$ cat config.mk
export PLATFORM = sky130hd
export DESIGN_NAME = scancode_to_ascii_decoder
export DESIGN_NICKNAME = d
export VERILOG_FILES = /design/src/rtl/core/sc2a_pkg.sv /design/src/rtl/core/sc2a_ram.sv /design/src/rtl/core/sc2a_decode.sv /design/src/rtl/core/scancode_to_ascii_decoder.sv
export SDC_FILE = /design/constraint.sdc
export NUM_CORES = 1
export LEC_CHECK = 0
export BUFFER_PORTS_ARGS = -buffer_cell sky130_fd_sc_hd__buf_2
export CAP_MARGIN = 10
export CORE_MARGIN = 2
export CORE_UTILIZATION = 35
export CTS_BUF_LIST = sky130_fd_sc_hd__clkbuf_8
export DETAILED_ROUTE_END_ITERATION = 6
export SYNTH_ARGS = -nofsm -noshare
export SYNTH_HDL_FRONTEND = slang
export SYNTH_HIERARCHICAL = 1
export SYNTH_SLANG_ARGS = --single-unit
$ cat constraint.sdc
create_clock -name clk_i -period 8.7 [get_ports clk_i]
set_input_delay 1.74 -clock clk_i [delete_from_list [all_inputs] [get_ports clk_i]]
set_output_delay 1.74 -clock clk_i [all_outputs]
set_load 0.02 [all_outputs]
$ cat src/rtl/core/sc2a_pkg.sv
package sc2a_pkg;

  localparam int unsigned CodeW    = 8;
  localparam int unsigned CharW    = 7;
  localparam int unsigned KindW    = 3;
  localparam int unsigned IdxW     = 6;
  localparam int unsigned FlagDepth = 2;

  localparam logic [CodeW-1:0] CodePrefix  = 8'hE0;
  localparam logic [CodeW-1:0] CodeRelBit  = 8'h80;
  localparam logic [CodeW-1:0] CodeKeyMask = 8'h7F;
  localparam logic [CodeW-1:0] CodeLShift  = 8'h2A;
  localparam logic [CodeW-1:0] CodeRShift  = 8'h36;
  localparam logic [CodeW-1:0] CodeCaps    = 8'h3A;
  localparam logic [CodeW-1:0] CodeUp      = 8'h48;
  localparam logic [CodeW-1:0] CodeDown    = 8'h50;
  localparam logic [CodeW-1:0] CodeLeft    = 8'h4B;
  localparam logic [CodeW-1:0] CodeRight   = 8'h4D;
  localparam logic [CodeW-1:0] CodeDelete  = 8'h53;
  localparam logic [CodeW-1:0] TableLen    = 8'd59;
  localparam logic [CharW-1:0] CaseDelta   = 7'd32;

  typedef enum logic [KindW-1:0] {
    KIND_CHAR   = 3'd0,
    KIND_UP     = 3'd1,
    KIND_DOWN   = 3'd2,
    KIND_LEFT   = 3'd3,
    KIND_RIGHT  = 3'd4,
    KIND_DELETE = 3'd5
  } key_kind_e;

  typedef struct packed {
    logic shift_held;
    logic caps_on;
    logic prefix_seen;
  } flags_t;

  typedef struct packed {
    logic             emit;
    key_kind_e        kind;
    logic [CharW-1:0] ch;
  } result_t;

  function automatic logic [CharW-1:0] plain_char(input logic [IdxW-1:0] idx);
    logic [CharW-1:0] c;
    c = '0;
    case (idx)
      6'h01: c = 7'h1B;
      6'h02: c = 7'h31;
      6'h03: c = 7'h32;
      6'h04: c = 7'h33;
      6'h05: c = 7'h34;
      6'h06: c = 7'h35;
      6'h07: c = 7'h36;
      6'h08: c = 7'h37;
      6'h09: c = 7'h38;
      6'h0A: c = 7'h39;
      6'h0B: c = 7'h30;
      6'h0C: c = 7'h2D;
      6'h0D: c = 7'h3D;
      6'h0E: c = 7'h08;
      6'h0F: c = 7'h09;
      6'h10: c = 7'h71;
      6'h11: c = 7'h77;
      6'h12: c = 7'h65;
      6'h13: c = 7'h72;
      6'h14: c = 7'h74;
      6'h15: c = 7'h79;
      6'h16: c = 7'h75;
      6'h17: c = 7'h69;
      6'h18: c = 7'h6F;
      6'h19: c = 7'h70;
      6'h1A: c = 7'h5B;
      6'h1B: c = 7'h5D;
      6'h1C: c = 7'h0A;
      6'h1E: c = 7'h61;
      6'h1F: c = 7'h73;
      6'h20: c = 7'h64;
      6'h21: c = 7'h66;
      6'h22: c = 7'h67;
      6'h23: c = 7'h68;
      6'h24: c = 7'h6A;
      6'h25: c = 7'h6B;
      6'h26: c = 7'h6C;
      6'h27: c = 7'h3B;
      6'h28: c = 7'h27;
      6'h29: c = 7'h60;
      6'h2B: c = 7'h5C;
      6'h2C: c = 7'h7A;
      6'h2D: c = 7'h78;
      6'h2E: c = 7'h63;
      6'h2F: c = 7'h76;
      6'h30: c = 7'h62;
      6'h31: c = 7'h6E;
      6'h32: c = 7'h6D;
      6'h33: c = 7'h2C;
      6'h34: c = 7'h2E;
      6'h35: c = 7'h2F;
      6'h37: c = 7'h2A;
      6'h39: c = 7'h20;
      default: c = '0;
    endcase
    return c;
  endfunction

  // shifted symbols for keys that are not letters
  function automatic logic [CharW-1:0] shift_symbol(input logic [IdxW-1:0] idx,
                                                     input logic [CharW-1:0] plain);
    logic [CharW-1:0] c;
    c = plain;
    case (idx)
      6'h02: c = 7'h21;
      6'h03: c = 7'h40;
      6'h04: c = 7'h23;
      6'h05: c = 7'h24;
      6'h06: c = 7'h25;
      6'h07: c = 7'h5E;
      6'h08: c = 7'h26;
      6'h09: c = 7'h2A;
      6'h0A: c = 7'h28;
      6'h0B: c = 7'h29;
      6'h0C: c = 7'h5F;
      6'h0D: c = 7'h2B;
      6'h1A: c = 7'h7B;
      6'h1B: c = 7'h7D;
      6'h27: c = 7'h3A;
      6'h28: c = 7'h22;
      6'h29: c = 7'h7E;
      6'h2B: c = 7'h7C;
      6'h33: c = 7'h3C;
      6'h34: c = 7'h3E;
      6'h35: c = 7'h3F;
      default: c = plain;
    endcase
    return c;
  endfunction

  function automatic logic [CharW-1:0] char_lookup(input logic [IdxW-1:0] idx,
                                                    input logic shift,
                                                    input logic caps);
    logic [CharW-1:0] plain;
    logic             letter;
    logic [CharW-1:0] c;
    plain  = plain_char(idx);
    letter = (plain >= 7'h61) && (plain <= 7'h7A);
    if (letter) begin
      c = (shift ^ caps) ? (plain - CaseDelta) : plain;
    end else if (shift) begin
      c = shift_symbol(idx, plain);
    end else begin
      c = plain;
    end
    return c;
  endfunction

endpackage

$ cat src/rtl/core/sc2a_ram.sv
module sc2a_ram #(
  parameter int unsigned Width = 8,
  parameter int unsigned Depth = 2
) (
  input  logic                     clk_i,
  input  logic                     we_i,
  input  logic [$clog2(Depth)-1:0] waddr_i,
  input  logic [Width-1:0]         wdata_i,
  input  logic                     re_i,
  input  logic [$clog2(Depth)-1:0] raddr_i,
  output logic [Width-1:0]         rdata_o
);

  logic [Width-1:0] mem_q [Depth];
  logic [Width-1:0] rdata_q;

  always_ff @(posedge clk_i) begin
    if (we_i) begin
      mem_q[waddr_i] <= wdata_i;
    end
    if (re_i) begin
      rdata_q <= mem_q[raddr_i];
    end
  end

  assign rdata_o = rdata_q;

endmodule

$ cat src/rtl/core/sc2a_decode.sv
module sc2a_decode (
  input  logic [sc2a_pkg::CodeW-1:0] code_i,
  input  sc2a_pkg::flags_t           flags_i,
  output sc2a_pkg::flags_t           flags_o,
  output sc2a_pkg::result_t          res_o
);

  logic [sc2a_pkg::CodeW-1:0] key;
  logic [sc2a_pkg::CharW-1:0] ch;

  assign key = code_i & sc2a_pkg::CodeKeyMask;
  assign ch  = sc2a_pkg::char_lookup(code_i[sc2a_pkg::IdxW-1:0], flags_i.shift_held,
                                     flags_i.caps_on);

  always_comb begin
    flags_o    = flags_i;
    res_o.emit = 1'b0;
    res_o.kind = sc2a_pkg::KIND_CHAR;
    res_o.ch   = '0;
    priority if (code_i == sc2a_pkg::CodePrefix) begin
      flags_o.prefix_seen = 1'b1;
    end else if ((code_i & sc2a_pkg::CodeRelBit) != '0) begin
      if (flags_i.prefix_seen) begin
        flags_o.prefix_seen = 1'b0;
      end else if (key == sc2a_pkg::CodeLShift || key == sc2a_pkg::CodeRShift) begin
        flags_o.shift_held = 1'b0;
      end
    end else if (flags_i.prefix_seen) begin
      flags_o.prefix_seen = 1'b0;
      res_o.emit          = 1'b1;
      priority if (code_i == sc2a_pkg::CodeUp) begin
        res_o.kind = sc2a_pkg::KIND_UP;
      end else if (code_i == sc2a_pkg::CodeDown) begin
        res_o.kind = sc2a_pkg::KIND_DOWN;
      end else if (code_i == sc2a_pkg::CodeLeft) begin
        res_o.kind = sc2a_pkg::KIND_LEFT;
      end else if (code_i == sc2a_pkg::CodeRight) begin
        res_o.kind = sc2a_pkg::KIND_RIGHT;
      end else if (code_i == sc2a_pkg::CodeDelete) begin
        res_o.kind = sc2a_pkg::KIND_DELETE;
      end else begin
        res_o.emit = 1'b0;
      end
    end else if (code_i == sc2a_pkg::CodeLShift || code_i == sc2a_pkg::CodeRShift) begin
      flags_o.shift_held = 1'b1;
    end else if (code_i == sc2a_pkg::CodeCaps) begin
      flags_o.caps_on = ~flags_i.caps_on;
    end else if (code_i < sc2a_pkg::TableLen) begin
      res_o.ch   = ch;
      res_o.emit = (ch != '0);
    end
  end

endmodule

$ cat src/rtl/core/scancode_to_ascii_decoder.sv
// the scancode is registered in stage s1, then decoded and registered in the output
// register when s1 advances, which waits while a pending output is not taken;
// one scancode per cycle unless the output stalls, flag ram rmw overlaps by forwarding
// a scancode that yields no character or navigation key gives no output transaction
// reset clears the pipeline and the flag-valid bit, so flags read as all zero
// until the first write; the flag ram itself is not cleared
module scancode_to_ascii_decoder (
  input  logic       clk_i,
  input  logic       rst_ni,
  input  logic       s_axis_tvalid_i,
  output logic       s_axis_tready_o,
  input  logic [7:0] s_axis_tdata_i,   // scancode[7:0]
  output logic       m_axis_tvalid_o,
  input  logic       m_axis_tready_i,
  output logic [7:0] m_axis_tdata_o,   // char_code[6:0], zero[7]
  output logic [2:0] m_axis_tuser_o    // key_kind[2:0]
);

  localparam int unsigned AddrW = $clog2(sc2a_pkg::FlagDepth);
  localparam logic [AddrW-1:0] FlagAddr = '0;

  logic                       in_fire;
  logic                       b_adv;
  logic                       s1_valid_q, s1_valid_d;
  logic [sc2a_pkg::CodeW-1:0] s1_code_q;
  logic                       fwd_q;
  sc2a_pkg::flags_t           fwd_data_q;
  logic                       st_valid_q;
  sc2a_pkg::flags_t           ram_rdata;
  sc2a_pkg::flags_t           flags_cur;
  sc2a_pkg::flags_t           flags_nxt;
  sc2a_pkg::result_t          res;
  logic                       out_valid_q, out_valid_d;
  sc2a_pkg::key_kind_e        out_kind_q;
  logic [sc2a_pkg::CharW-1:0] out_char_q;

  assign b_adv           = s1_valid_q && (!out_valid_q || m_axis_tready_i);
  assign s_axis_tready_o = !s1_valid_q || b_adv;
  assign in_fire         = s_axis_tvalid_i && s_axis_tready_o;

  sc2a_ram #(
    .Width ($bits(sc2a_pkg::flags_t)),
    .Depth (sc2a_pkg::FlagDepth)
  ) u_flag_ram (
    .clk_i   (clk_i),
    .we_i    (b_adv),
    .waddr_i (FlagAddr),
    .wdata_i (flags_nxt),
    .re_i    (in_fire),
    .raddr_i (FlagAddr),
    .rdata_o (ram_rdata)
  );

  // write in the read cycle is forwarded
  always_comb begin
    if (fwd_q) begin
      flags_cur = fwd_data_q;
    end else if (st_valid_q) begin
      flags_cur = ram_rdata;
    end else begin
      flags_cur = '0;
    end
  end

  sc2a_decode u_decode (
    .code_i  (s1_code_q),
    .flags_i (flags_cur),
    .flags_o (flags_nxt),
    .res_o   (res)
  );

  always_comb begin
    s1_valid_d = s1_valid_q;
    if (in_fire) begin
      s1_valid_d = 1'b1;
    end else if (b_adv) begin
      s1_valid_d = 1'b0;
    end
    out_valid_d = out_valid_q;
    if (b_adv) begin
      out_valid_d = res.emit;
    end else if (m_axis_tready_i) begin
      out_valid_d = 1'b0;
    end
  end

  always_ff @(posedge clk_i or negedge rst_ni) begin
    if (!rst_ni) begin
      s1_valid_q  <= 1'b0;
      out_valid_q <= 1'b0;
      st_valid_q  <= 1'b0;
      fwd_q       <= 1'b0;
    end else begin
      s1_valid_q  <= s1_valid_d;
      out_valid_q <= out_valid_d;
      if (b_adv) begin
        st_valid_q <= 1'b1;
      end
      if (in_fire) begin
        fwd_q <= b_adv;
      end
    end
  end

  always_ff @(posedge clk_i) begin
    if (in_fire) begin
      s1_code_q  <= s_axis_tdata_i;
      fwd_data_q <= flags_nxt;
    end
    if (b_adv) begin
      out_kind_q <= res.kind;
      out_char_q <= res.ch;
    end
  end

  assign m_axis_tvalid_o = out_valid_q;
  assign m_axis_tdata_o  = {1'b0, out_char_q};
  assign m_axis_tuser_o  = out_kind_q;

`ifndef ASSERT_OFF
  a_fwd_origin: assert property (@(posedge clk_i) disable iff (!rst_ni)
    $rose(fwd_q) |-> $past(in_fire && b_adv))
    else $error("forward flag set without overlapping write");

  a_state_valid: assert property (@(posedge clk_i) disable iff (!rst_ni)
    b_adv |=> st_valid_q)
    else $error("flag word not marked valid after write");

  a_nav_no_char: assert property (@(posedge clk_i) disable iff (!rst_ni)
    out_valid_q && (out_kind_q != sc2a_pkg::KIND_CHAR) |-> (out_char_q == '0))
    else $error("navigation result carries a character");

  a_char_nonzero: assert property (@(posedge clk_i) disable iff (!rst_ni)
    out_valid_q && (out_kind_q == sc2a_pkg::KIND_CHAR) |-> (out_char_q != '0))
    else $error("character result is zero");

  a_no_overwrite: assert property (@(posedge clk_i) disable iff (!rst_ni)
    out_valid_q && !m_axis_tready_i |=> out_valid_q && $stable(out_char_q))
    else $error("pending result lost");
`endif

endmodule
==> impl_metrics.sql, run 1 <==
INSERT INTO impl_metrics (metric_group, metric, value, unit) VALUES
('power', 'worst_ir_drop_vdd', '0.106', 'mV'),
('floorplanning', 'ioPinCount', '25', ''),
('sta', 'setup_violations', '0', ''),
('synth', 'mappedNetlistArea', '3060', 'µm²'),
('sta', 'finalHoldWorstSlack', '0.521', 'ns'),
('clock_tree', 'insertion_delay', '0.28', 'ns'),
('worst_hold_path', 'timing.hold.worst_path_depth', '1', ''),
('setup_path', 'worst-r2r-setup-slack', '4.70', 'ns'),
('clock_tree', 'tritoncts', 'yes', ''),
('sta', 'finalClockSkew', '0.00440', 'ns'),
('synth', 'yosysWarningCount', '6', ''),
('synth', 'yosys_most_used_dff', 'edfxtp_1', ''),
('clock_tree', 'post_cts_resized', '0', ''),
('synth', 'synth_largest_type_area_fraction', '0.295', ''),
('clock_tree', 'clk_transition_reported_paths', '0.07', 'ns'),
('floorplanning', 'initial_core_utilization', '0.356', ''),
('setup_path', 'worstPathMaxFanout', '15', ''),
('flow_run', 'drv_cap', '0', ''),
('finish', 'final_net_count', '367', ''),
('routing', 'antenna_left', '0', ''),
('grt', 'grt_pass1_vias', '2393', ''),
('sta', 'setup_total_negative_slack', '0', 'ns'),
('setup_path', 'critical_path.reg2reg.endpoint', 'm_axis_tvalid_o', ''),
('finish', 'ff_latch_area', '1000', 'µm²'),
('sta', 'tightest_slew', '0.949', 'ns'),
('grt', 'grt_antenna_before_repair', '0', ''),
('synth', 'synth_enable_flop_cells', '30', ''),
('synth', 'instance_count_of_the_mapped_netlist', '329', ''),
('routing', 'wirelength', '7.54', 'mm'),
('routing', 'post_dr_wirelength_cell', '16.7', 'µm'),
('clock_tree', 'ctsLongestPathBuffers', '2', ''),
('synth', 'synth.yosys.seq_area_share', '0.328', ''),
('grt', 'pin_count_of_the_biggest_net_entering_global_routing', '50', ''),
('grt', 'globalRouteOverflowTotal', '0', ''),
('clock_tree', 'post-cts-setup-buffer-count', '0', ''),
('routing', 'detailroute.via_count', '2594', ''),
('clock_tree', 'tritoncts.num_buffers', '5', ''),
('floorplanning', 'floorplan_core_area', '8590', 'µm²'),
('finish', 'area.growth.synth_to_final', '6.55', '%'),
('floorplanning', 'fp.dieArea', '9490', 'µm²'),
('placement', 'placedInstanceArea', '3170', 'µm²'),
('routing', 'top_layer_used', 'met4', ''),
('routing', 'drt_iter0_drc', '284', ''),
('clock_tree', 'clk_root_buffer_cell', 'clkbuf_8', ''),
('clock_tree', 'cts.sinks', '34', ''),
('status', 'status', 'finished, final reports clean', ''),
('sta', 'number_of_failing_hold_endpoints_at_the_final_stage', '0', ''),
('floorplanning', 'die_h', '97.4', 'µm'),
('power', 'total_power', '0.000458', 'W'),
('grt', 'grt_pass1_wl', '12.1', 'mm'),
('sta', 'unrepaired_setup_endpoints_after_global_routing', 'no', ''),
('synth', 'synth.area.top_cells', 'edfxtp_1 (29%), ha_1 (4.9%), buf_6 (3.3%), dfrtp_1 (3.3%), a21oi_1 (3.1%)', ''),
('power', 'power_per_cell_area', '141', 'nW/µm²'),
('clock_tree', 'cts_hold_buffers', '0', ''),
('routing', 'met3WireLength', '395', 'µm'),
('setup_path', 'setup.worst_path.class', 'register to register', ''),
('synth', 'ys_seq_elements', '34', ''),
('sta', 'max-slew-margin-rel', '0.365', ''),
('placement', 'dp.final_hpwl', '5.34', 'mm'),
('routing', 'viasPerCell', '5.74', ''),
('setup_path', 'cp.required', '8.88', 'ns'),
('setup_path', 'crit_path_end_kind', 'register', ''),
('finish', 'antenna_cells', '0', ''),
('routing', 'wl_met1', '3.36', 'mm'),
('sta', 'timing.final.crit_period', '4.00', 'ns'),
('routing', 'met2_wirelength', '3.62', 'mm'),
('placement', 'port-buffer-count', '23', ''),
('finish', 'end_of_flow_core_utilization', '0.379', ''),
('synth', 'post-synth-top-count-cell', 'edfxtp_1', ''),
('worst_hold_path', 'timing.hold.worst_endpoint', 'st_valid_q', ''),
('setup_path', 'worstReg2RegStart', 's1_code_q[1]', '');
[worst max path at each step]
stage | slack (ns) | cells after the start | endpoint | start
global placement | 4.72 | 4 | s_axis_tready_o | m_axis_tready_i
finish | 4.70 | 12 | m_axis_tvalid_o | s1_code_q[1]
CTS | 4.71 | 4 | s_axis_tready_o | m_axis_tready_i
detailed placement | 4.71 | 4 | s_axis_tready_o | m_axis_tready_i
floorplan | 4.92 | 2 | s_axis_tready_o | m_axis_tready_i
global route | 4.36 | 15 | m_axis_tvalid_o | s1_code_q[2]
[routing by layer]
metal  track usage  vias up
met5             0        -
met4        0.0524        0
met3        0.0158       16
met2         0.254       94
met1         0.216     1230
li1              -     1254
[power breakdown]
group / total (W) / switching [W] / internal (W)
clock network: 0.000111 / 0.0000562 / 0.0000547
registers: 0.000204 / 0.0000107 / 0.000193
logic: 0.000143 / 0.0000880 / 0.0000548
[stage by stage]
step | setup WS (ns) | cells
2_1_floorplan | 4.92 | 334
3_3_place_gp | 4.72 | 444
3_5_place_dp | 4.71 | 444
4_1_cts | 4.71 | 452
5_1_grt | 4.36 | 452
6_report | 4.70 | 452
[logic make-up (layout without fill, tap and decap cells)]
kind of cell	count (synthesis)	in the layout	share of synthesized area
AO/OA/AOI/OAI	100	100	0.251
XOR/XNOR	5	5	0.0143
adder cells (fa/ha/maj)	12	12	0.0491
buffers and inverters	35	45	0.0713
flip-flops	34	34	0.328
multiplexers	10	10	0.0352
other	1	6	0.00123
AND/OR/NAND/NOR	132	132	0.251
[sequential cells by signal (all words and copies together), names as in the netlist]
| signal | count |
|---|---|
| s1_code_q | 8 |
| out_char_q | 7 |
| u_flag_ram/mem_q | 6 |
| fwd_data_q | 3 |
| m_axis_tuser_o | 3 |
| u_flag_ram/rdata_o | 3 |
| fwd_q | 1 |
| m_axis_tvalid_o | 1 |
| s1_valid_q | 1 |
| st_valid_q | 1 |
[cell type report]
type / instances / share of cell area
clock buffers: 5 / 0.0211
inverters: 11 / 0.0127
well taps: 108 / 0.0415
flip-flops and latches: 34 / 0.307
repair buffers: 26 / 0.0423
multi-input cells: 265 / 0.570
clock inverters: 3 / 0.00500
[worst max-delay path, stage by stage, from the launching register on]
cell and delay, ns:
edfxtp_1 0.72, inv_2 0.19, ha_1 0.38, nor2b_1 0.20
o221a_1 0.25, o311ai_2 0.41, and4_1 0.31, nand4_1 0.22
a31oi_4 0.38, a32oi_1 0.17, or2_0 0.24, o31a_1 0.25
a21o_1 0.17
[layout by cell type (no fill, tap or decap), types with 6 or more instances in the layout]
cell type,n
edfxtp_1,30
nor3_1,9
conb_1,6
o21ai_0,15
nor2b_1,13
nor2_1,24
nand2b_1,9
nand2_1,25
a21o_1,8
a21oi_1,19
nand3_1,12
ha_1,12
inv_1,10
buf_2,23
Note: power is estimated with default switching activity, not from simulation.
==> inputs of run 2 (changes only) <==
==> constraint.sdc (replaced) <==
create_clock -name clk_i -period 4.17 [get_ports clk_i]
set_input_delay 0.834 -clock clk_i [delete_from_list [all_inputs] [get_ports clk_i]]
set_output_delay 0.834 -clock clk_i [all_outputs]
set_load 0.02 [all_outputs]
==> run 2 against run 1 <==
Via count increased by 1.7%. Count of clock-buffer cells in the layout increased by 1. Cell count increased by 1.3%. Flip-flop and latch count unchanged. Sequential share of layout area decreased by 0.82 points. Fmax increased by 5.6%. Highest routed layer unchanged.
==> impl_metrics.sql, run 2 (synthesis gave the netlist of run 1 again) <==
INSERT INTO impl_metrics (metric_group, metric, value, unit) VALUES
('status', 'status', 'finished, final reports clean', ''),
('floorplanning', 'die_h', '97.4', 'µm'),
('placement', 'dpl.cell_count', '450', ''),
('setup_path', 'slowest_stage_delay_on_critical_path', '0.62', 'ns'),
('finish', 'antenna_cells', '0', ''),
('placement', 'port-buffer-count', '23', ''),
('setup_path', 'crit_path_end_kind', 'register', ''),
('placement', 'gp_congestion', '0.885', ''),
('clock_tree', 'cts_hold_buffers', '0', ''),
('sta', 'max_clock_freq', '264', 'MHz'),
('clock_tree', 'clk_root_buffer_cell', 'clkbuf_8', ''),
('floorplanning', 'floorplan_core_area', '8590', 'µm²'),
('clock_tree', 'cts.sinks', '34', ''),
('power', 'worst_ir_drop_vdd', '0.217', 'mV'),
('floorplanning', 'ioPinCount', '25', ''),
('power', 'power.internal', '0.000716', 'W'),
('grt', 'grt_pass1_wl', '12.4', 'mm'),
('sta', 'tightest_slew', '0.565', 'ns'),
('sta', 'number_of_failing_hold_endpoints_at_the_final_stage', '0', ''),
('finish', 'ff_latch_area', '1000', 'µm²'),
('routing', 'viasPerCell', '5.76', ''),
('worst_hold_path', 'hold_path_class', 'input port to asynchronous set/reset pin', ''),
('clock_tree', 'tritoncts', 'yes', ''),
('power', 'power.leakage', '1.30', 'nW'),
('clock_tree', 'tritoncts.num_buffers', '5', ''),
('clock_tree', 'insertion_delay', '0.29', 'ns'),
('finish', 'fill_cell_count', '884', ''),
('setup_path', 'critical_path.reg2reg.endpoint', 'm_axis_tvalid_o', ''),
('flow_run', 'drv_cap', '0', ''),
('routing', 'drtPass1Iterations', '5', ''),
('sta', 'finalHoldWorstSlack', '0.344', 'ns'),
('sta', 'period_share', '0.909', ''),
('setup_path', 'worstPathMaxFanout', '12', ''),
('finish', 'largest_reg_flops', '8', ''),
('grt', 'grt_antenna_before_repair', '0', ''),
('placement', 'dp.final_hpwl', '5.63', 'mm'),
('power', 'p_seq_frac', '0.409', ''),
('power', 'sw_frac_of_total', '0.310', ''),
('setup_path', 'rr_worst_depth', '11', ''),
('routing', 'post_dr_wirelength_cell', '16.6', 'µm'),
('clock_tree', 'ctsLongestPathBuffers', '2', ''),
('power', 'combinational_share_of_power', '0.294', ''),
('routing', 'wirelength', '7.59', 'mm'),
('sta', 'unrepaired_setup_endpoints_after_global_routing', 'no', ''),
('setup_path', 'cp_cell_sequence', 'inv_1 > ha_1 > o221a_1 > o311ai_2 > and4_1 > nand4_1 > a31oi_4 > mux2i_1 > a211oi_2 > o31a_1 > a21o_1', ''),
('routing', 'antenna_left', '0', ''),
('grt', 'pin_count_of_the_biggest_net_entering_global_routing', '49', ''),
('setup_path', 'arrival', '3.97', 'ns'),
('finish', 'mostFrequentLayoutCells', 'edfxtp_1 (30), nand2_1 (25), nor2_1 (24), buf_2 (23), a21oi_1 (19)', ''),
('power', 'clkPwrFrac', '0.297', ''),
('clock_tree', 'post-cts-setup-buffer-count', '0', ''),
('clock_tree', 'htree_num_levels', '2', ''),
('setup_path', 'worst-r2r-setup-slack', '0.38', 'ns'),
('finish', 'register_name_with_the_most_flops', 's1_code_q', ''),
('finish', 'instances_no_fill', '458', ''),
('sta', 'setup_total_negative_slack', '0', 'ns'),
('floorplanning', 'fp.dieArea', '9490', 'µm²'),
('setup_path', 'worstReg2RegStart', 's1_code_q[0]', ''),
('grt', 'grt_pass1_vias', '2519', ''),
('floorplanning', 'dieWidth', '97.4', 'µm'),
('routing', 'detailroute.via_count', '2638', ''),
('clock_tree', 'post_cts_resized', '0', ''),
('grt', 'globalRouteOverflowTotal', '0', ''),
('sta', 'timing.final.crit_period', '3.79', 'ns'),
('finish', 'largest_registers', 's1_code_q (8), out_char_q (7), u_flag_ram/mem_q (6)', ''),
('setup_path', 'setup.worst_path.class', 'register to register', ''),
('routing', 'post-route-drc-count', '0', ''),
('setup_path', 'timing.critical_path.slowest_stage_cell', 'edfxtp_1', ''),
('sta', 'finalClockSkew', '0.0111', 'ns'),
('finish', 'area.growth.synth_to_final', '9.46', '%'),
('routing', 'drt_iter0_drc', '230', ''),
('floorplanning', 'fp-row-count', '34', ''),
('setup_path', 'startpoint_type', 'register', ''),
('finish', 'area_of_combinational_cells_with_multiple_inputs', '1860', 'µm²'),
('setup_path', 'cp.required', '4.35', 'ns'),
('power', 'power_per_cell_area', '310', 'nW/µm²'),
('power', 'power.switching', '0.000322', 'W'),
('finish', 'end_of_flow_core_utilization', '0.389', ''),
('finish', 'final_net_count', '373', ''),
('finish', 'final_layout_size_suffix_gt1_frac', '0.183', ''),
('sta', 'max-slew-margin-rel', '0.623', ''),
('finish', 'leading_cell_type_in_the_layout_fill_and_taps_excluded', 'edfxtp_1', ''),
('grt', 'grt.total_usage', '0.161', ''),
('clock_tree', 'clk_transition_reported_paths', '0.07', 'ns'),
('floorplanning', 'initial_core_utilization', '0.356', ''),
('sta', 'setup_violations', '0', ''),
('sta', 'final-max-slew-violation-count', '0', '');
-- run 2: worst max-delay path, delay by kind of cell (launching register included) --
family | cells | cell delay [ns]
buffers and inverters | 1 | 0.18
multiplexers | 1 | 0.25
flip-flops | 1 | 0.62
adder cells (fa/ha/maj) | 1 | 0.42
AND/OR/NAND/NOR | 2 | 0.54
AO/OA/AOI/OAI | 6 | 1.69
-- run 2: final cells by class --
| class | count | area share |
|---|---|---|
| Multi-Input combinational cell | 265 | 0.555 |
| Sequential cell | 34 | 0.299 |
| Timing Repair Buffer | 32 | 0.0584 |
| Tap cell | 108 | 0.0404 |
| Clock buffer | 6 | 0.0247 |
| Inverter | 11 | 0.0123 |
| Clock inverter | 2 | 0.0101 |
-- run 2: power groups by stage --
stage               Sequential [W]  Combinational [W]  Clock, W
floorplan                 0.000434           0.000231         0
global placement          0.000431           0.000301         0
detailed placement        0.000432           0.000301         0
CTS                       0.000424           0.000302  0.000319
global route              0.000428           0.000336  0.000334
finish                    0.000424           0.000305  0.000308
-- run 2: per-stage QoR --
stage / instance area [µm²] / total power, W / worst slack, ns
floorplan: 3070 / 0.000665 / 0.792
global placement: 3230 / 0.000732 / 0.466
detailed placement: 3230 / 0.000733 / 0.400
CTS: 3340 / 0.00105 / 0.399
global route: 3340 / 0.00110 / 0.102
finish: 3340 / 0.00104 / 0.378
-- run 2: metal layers --
layer / part of all wire / global-route usage
met1: 0.43 / 0.214
met2: 0.47 / 0.262
met3: 0.065 / 0.0216
met4: 0.031 / 0.0716
met5: 0 / 0
-- run 2: how the worst max path moves through the flow --
stage | start | end | slack [ns] | depth (start not counted)
5_1_grt | s1_code_q[0] | m_axis_tvalid_o | 0.10 | 11
6_report | s1_code_q[0] | m_axis_tvalid_o | 0.38 | 11
4_1_cts | s1_code_q[0] | m_axis_tvalid_o | 0.40 | 11
3_3_place_gp | s1_code_q[0] | m_axis_tvalid_o | 0.47 | 11
2_1_floorplan | s1_code_q[0] | m_axis_tvalid_o | 0.79 | 16
3_5_place_dp | s1_code_q[0] | m_axis_tvalid_o | 0.40 | 11
==> inputs of run 3 (changes only) <==
--- a/config.mk
+++ b/config.mk
@@ -9,7 +9,7 @@
 export CAP_MARGIN = 10
 export CORE_MARGIN = 2
 export CORE_UTILIZATION = 35
-export CTS_BUF_LIST = sky130_fd_sc_hd__clkbuf_8
+export CTS_BUF_LIST = sky130_fd_sc_hd__clkbuf_4 sky130_fd_sc_hd__clkbuf_8
 export DETAILED_ROUTE_END_ITERATION = 6
 export SYNTH_ARGS = -nofsm -noshare
 export SYNTH_HDL_FRONTEND = slang
==> run 3 against run 2 <==
Utilization about the same. Sequential share of layout area about the same. Clock skew decreased by 0.0011 ns. Highest routed layer unchanged. Design area increased by 0.11%. Flip-flop and latch count unchanged. Critical path depth unchanged. Routed wire length decreased by 0.37%. Sequential power about the same. Worst setup slack improved by 0.017 ns. Count of clock-buffer cells in the layout increased by 1. Global-route usage unchanged. Clock power increased by 3%.
==> impl_metrics.sql, run 3 (synthesis gave the netlist of run 1 again) <==
INSERT INTO impl_metrics (metric_group, metric, value, unit) VALUES
('setup_path', 'cp_cell_sequence', 'inv_1 > ha_1 > o221a_1 > o311ai_2 > and4_1 > nand4_1 > a31oi_4 > mux2i_1 > a211oi_2 > o31a_1 > a21o_1', ''),
('worst_hold_path', 'hold_path_class', 'input port to asynchronous set/reset pin', ''),
('sta', 'number_of_failing_hold_endpoints_at_the_final_stage', '0', ''),
('placement', 'port-buffer-count', '23', ''),
('routing', 'post-route-drc-count', '0', ''),
('floorplanning', 'dieWidth', '97.4', 'µm'),
('routing', 'antenna_left', '0', ''),
('setup_path', 'critical_path.top_delay_family', 'compound AO/OA/AOI/OAI gates', ''),
('finish', 'area.growth.synth_to_final', '9.58', '%'),
('grt', 'grt_antenna_before_repair', '0', ''),
('clock_tree', 'clk_transition_reported_paths', '0.07', 'ns'),
('grt', 'globalRouteOverflowTotal', '0', ''),
('finish', 'antenna_cells', '0', ''),
('sta', 'setup_violations', '0', ''),
('setup_path', 'worstReg2RegStart', 's1_code_q[0]', ''),
('clock_tree', 'ctsLongestPathBuffers', '2', ''),
('floorplanning', 'fp.dieArea', '9490', 'µm²'),
('routing', 'viasPerCell', '5.76', ''),
('setup_path', 'crit_path_end_kind', 'register', ''),
('routing', 'drt_iter0_drc', '223', ''),
('power', 'power_per_cell_area', '312', 'nW/µm²'),
('setup_path', 'worstPathMaxFanout', '12', ''),
('floorplanning', 'initial_core_utilization', '0.356', ''),
('grt', 'grt_pass1_wl', '12.4', 'mm'),
('finish', 'largest_registers', 's1_code_q (8), out_char_q (7), u_flag_ram/mem_q (6)', ''),
('power', 'worst_ir_drop_vdd', '0.217', 'mV'),
('clock_tree', 'clk_root_buffer_cell', 'clkbuf_8', ''),
('power', 'power.leakage', '1.30', 'nW'),
('sta', 'final-max-slew-violation-count', '0', ''),
('clock_tree', 'insertion_delay', '0.29', 'ns'),
('setup_path', 'cp_num_buf_inv', '1', ''),
('clock_tree', 'cts_hold_buffers', '0', ''),
('sta', 'setup_total_negative_slack', '0', 'ns'),
('sta', 'period_share', '0.905', ''),
('floorplanning', 'fp-row-count', '34', ''),
('floorplanning', 'floorplan_core_area', '8590', 'µm²'),
('sta', 'max-slew-margin-rel', '0.619', ''),
('sta', 'tightest_slew', '0.571', 'ns'),
('clock_tree', 'post_cts_resized', '0', ''),
('clock_tree', 'tritoncts.num_buffers', '5', ''),
('status', 'status', 'finished, final reports clean', ''),
('finish', 'fill_cell_count', '884', ''),
('sta', 'timing.final.crit_period', '3.77', 'ns'),
('grt', 'grt.total_usage', '0.161', ''),
('setup_path', 'arrival', '3.95', 'ns'),
('finish', 'leading_cell_type_in_the_layout_fill_and_taps_excluded', 'edfxtp_1', ''),
('sta', 'finalClockSkew', '0.00999', 'ns'),
('grt', 'grt_pass1_vias', '2519', ''),
('placement', 'dpl.cell_count', '450', ''),
('setup_path', 'setup.worst_path.class', 'register to register', ''),
('setup_path', 'slowest_stage_delay_on_critical_path', '0.61', 'ns'),
('grt', 'pin_count_of_the_biggest_net_entering_global_routing', '49', ''),
('floorplanning', 'ioPinCount', '25', ''),
('setup_path', 'timing.critical_path.slowest_stage_cell', 'edfxtp_1', ''),
('clock_tree', 'htree_num_levels', '2', ''),
('routing', 'detailroute.via_count', '2640', ''),
('sta', 'unrepaired_setup_endpoints_after_global_routing', 'no', ''),
('clock_tree', 'cts.sinks', '34', ''),
('placement', 'gp_congestion', '0.885', ''),
('setup_path', 'cp.required', '4.35', 'ns'),
('floorplanning', 'die_h', '97.4', 'µm'),
('routing', 'post_dr_wirelength_cell', '16.5', 'µm'),
('finish', 'register_name_with_the_most_flops', 's1_code_q', ''),
('setup_path', 'startpoint_type', 'register', ''),
('finish', 'final_net_count', '373', ''),
('finish', 'final_layout_size_suffix_gt1_frac', '0.186', ''),
('finish', 'largest_reg_flops', '8', ''),
('clock_tree', 'tritoncts', 'yes', ''),
('clock_tree', 'post-cts-setup-buffer-count', '0', ''),
('finish', 'mostFrequentLayoutCells', 'edfxtp_1 (30), nand2_1 (25), nor2_1 (24), buf_2 (23), a21oi_1 (19)', ''),
('sta', 'max_clock_freq', '265', 'MHz'),
('routing', 'drtPass1Iterations', '5', ''),
('finish', 'instances_no_fill', '458', ''),
('routing', 'wirelength', '7.57', 'mm'),
('setup_path', 'timing.critical_path.from', 's1_code_q[0]', ''),
('flow_run', 'drv_cap', '0', ''),
('placement', 'dp.final_hpwl', '5.63', 'mm');
[run 3: cell count changes in the layout (fill, tap and decap cells not counted), sizes merged]
cell	change
clkbuf	+1
inv	-1
[run 3: final timing paths]
path / cells after the start / slack (ns) / endpoint
hold / removal: 1 / 0.35 / m_axis_tvalid_o
hold reg to reg: 1 / 0.52 / st_valid_q
min in group clk_i: 1 / 0.52 / st_valid_q
max in group asynchronous: 1 / 3.69 / st_valid_q
setup / recovery: 11 / 0.40 / m_axis_tvalid_o
setup reg to reg: 11 / 0.40 / m_axis_tvalid_o
[run 3: cell type report]
| class | count | area (µm²) | area share |
|---|---|---|---|
| clock inverters | 1 | 30.0 | 0.00897 |
| clock buffers | 7 | 90.1 | 0.0269 |
| well taps | 108 | 135 | 0.0404 |
| multi-input cells | 265 | 1860 | 0.554 |
| flip-flops and latches | 34 | 1000 | 0.299 |
| repair buffers | 32 | 195 | 0.0583 |
| inverters | 11 | 41.3 | 0.0123 |
[run 3: power by group]
group	internal [W]	switching [W]
Clock	0.000201	0.000115
Combinational	0.000120	0.000185
Sequential	0.000403	0.0000207
[run 3: through the flow]
| stage | hold slack, ns | cell area (µm²) | setup slack, ns | total power (W) | util |
|---|---|---|---|---|---|
| after floorplan | 0.458 | 3070 | 0.792 | 0.000665 | - |
| after global placement | 0.503 | 3230 | 0.466 | 0.000732 | 0.376 |
| after detailed placement | 0.515 | 3230 | 0.400 | 0.000733 | 0.376 |
| after CTS | 0.340 | 3350 | 0.400 | 0.00105 | 0.390 |
| after global routing | 0.334 | 3350 | 0.100 | 0.00111 | 0.390 |
| final | 0.346 | 3350 | 0.395 | 0.00105 | 0.390 |
[run 3: routing by layer]
metal / GRT usage / vias to the layer above / routed length (µm)
met4: 0.0716 / 0 / 241
met1: 0.214 / 1264 / 3330
li1: - / 1261 / -
met3: 0.0216 / 22 / 394
met2: 0.262 / 93 / 3600
met5: 0 / - / 0
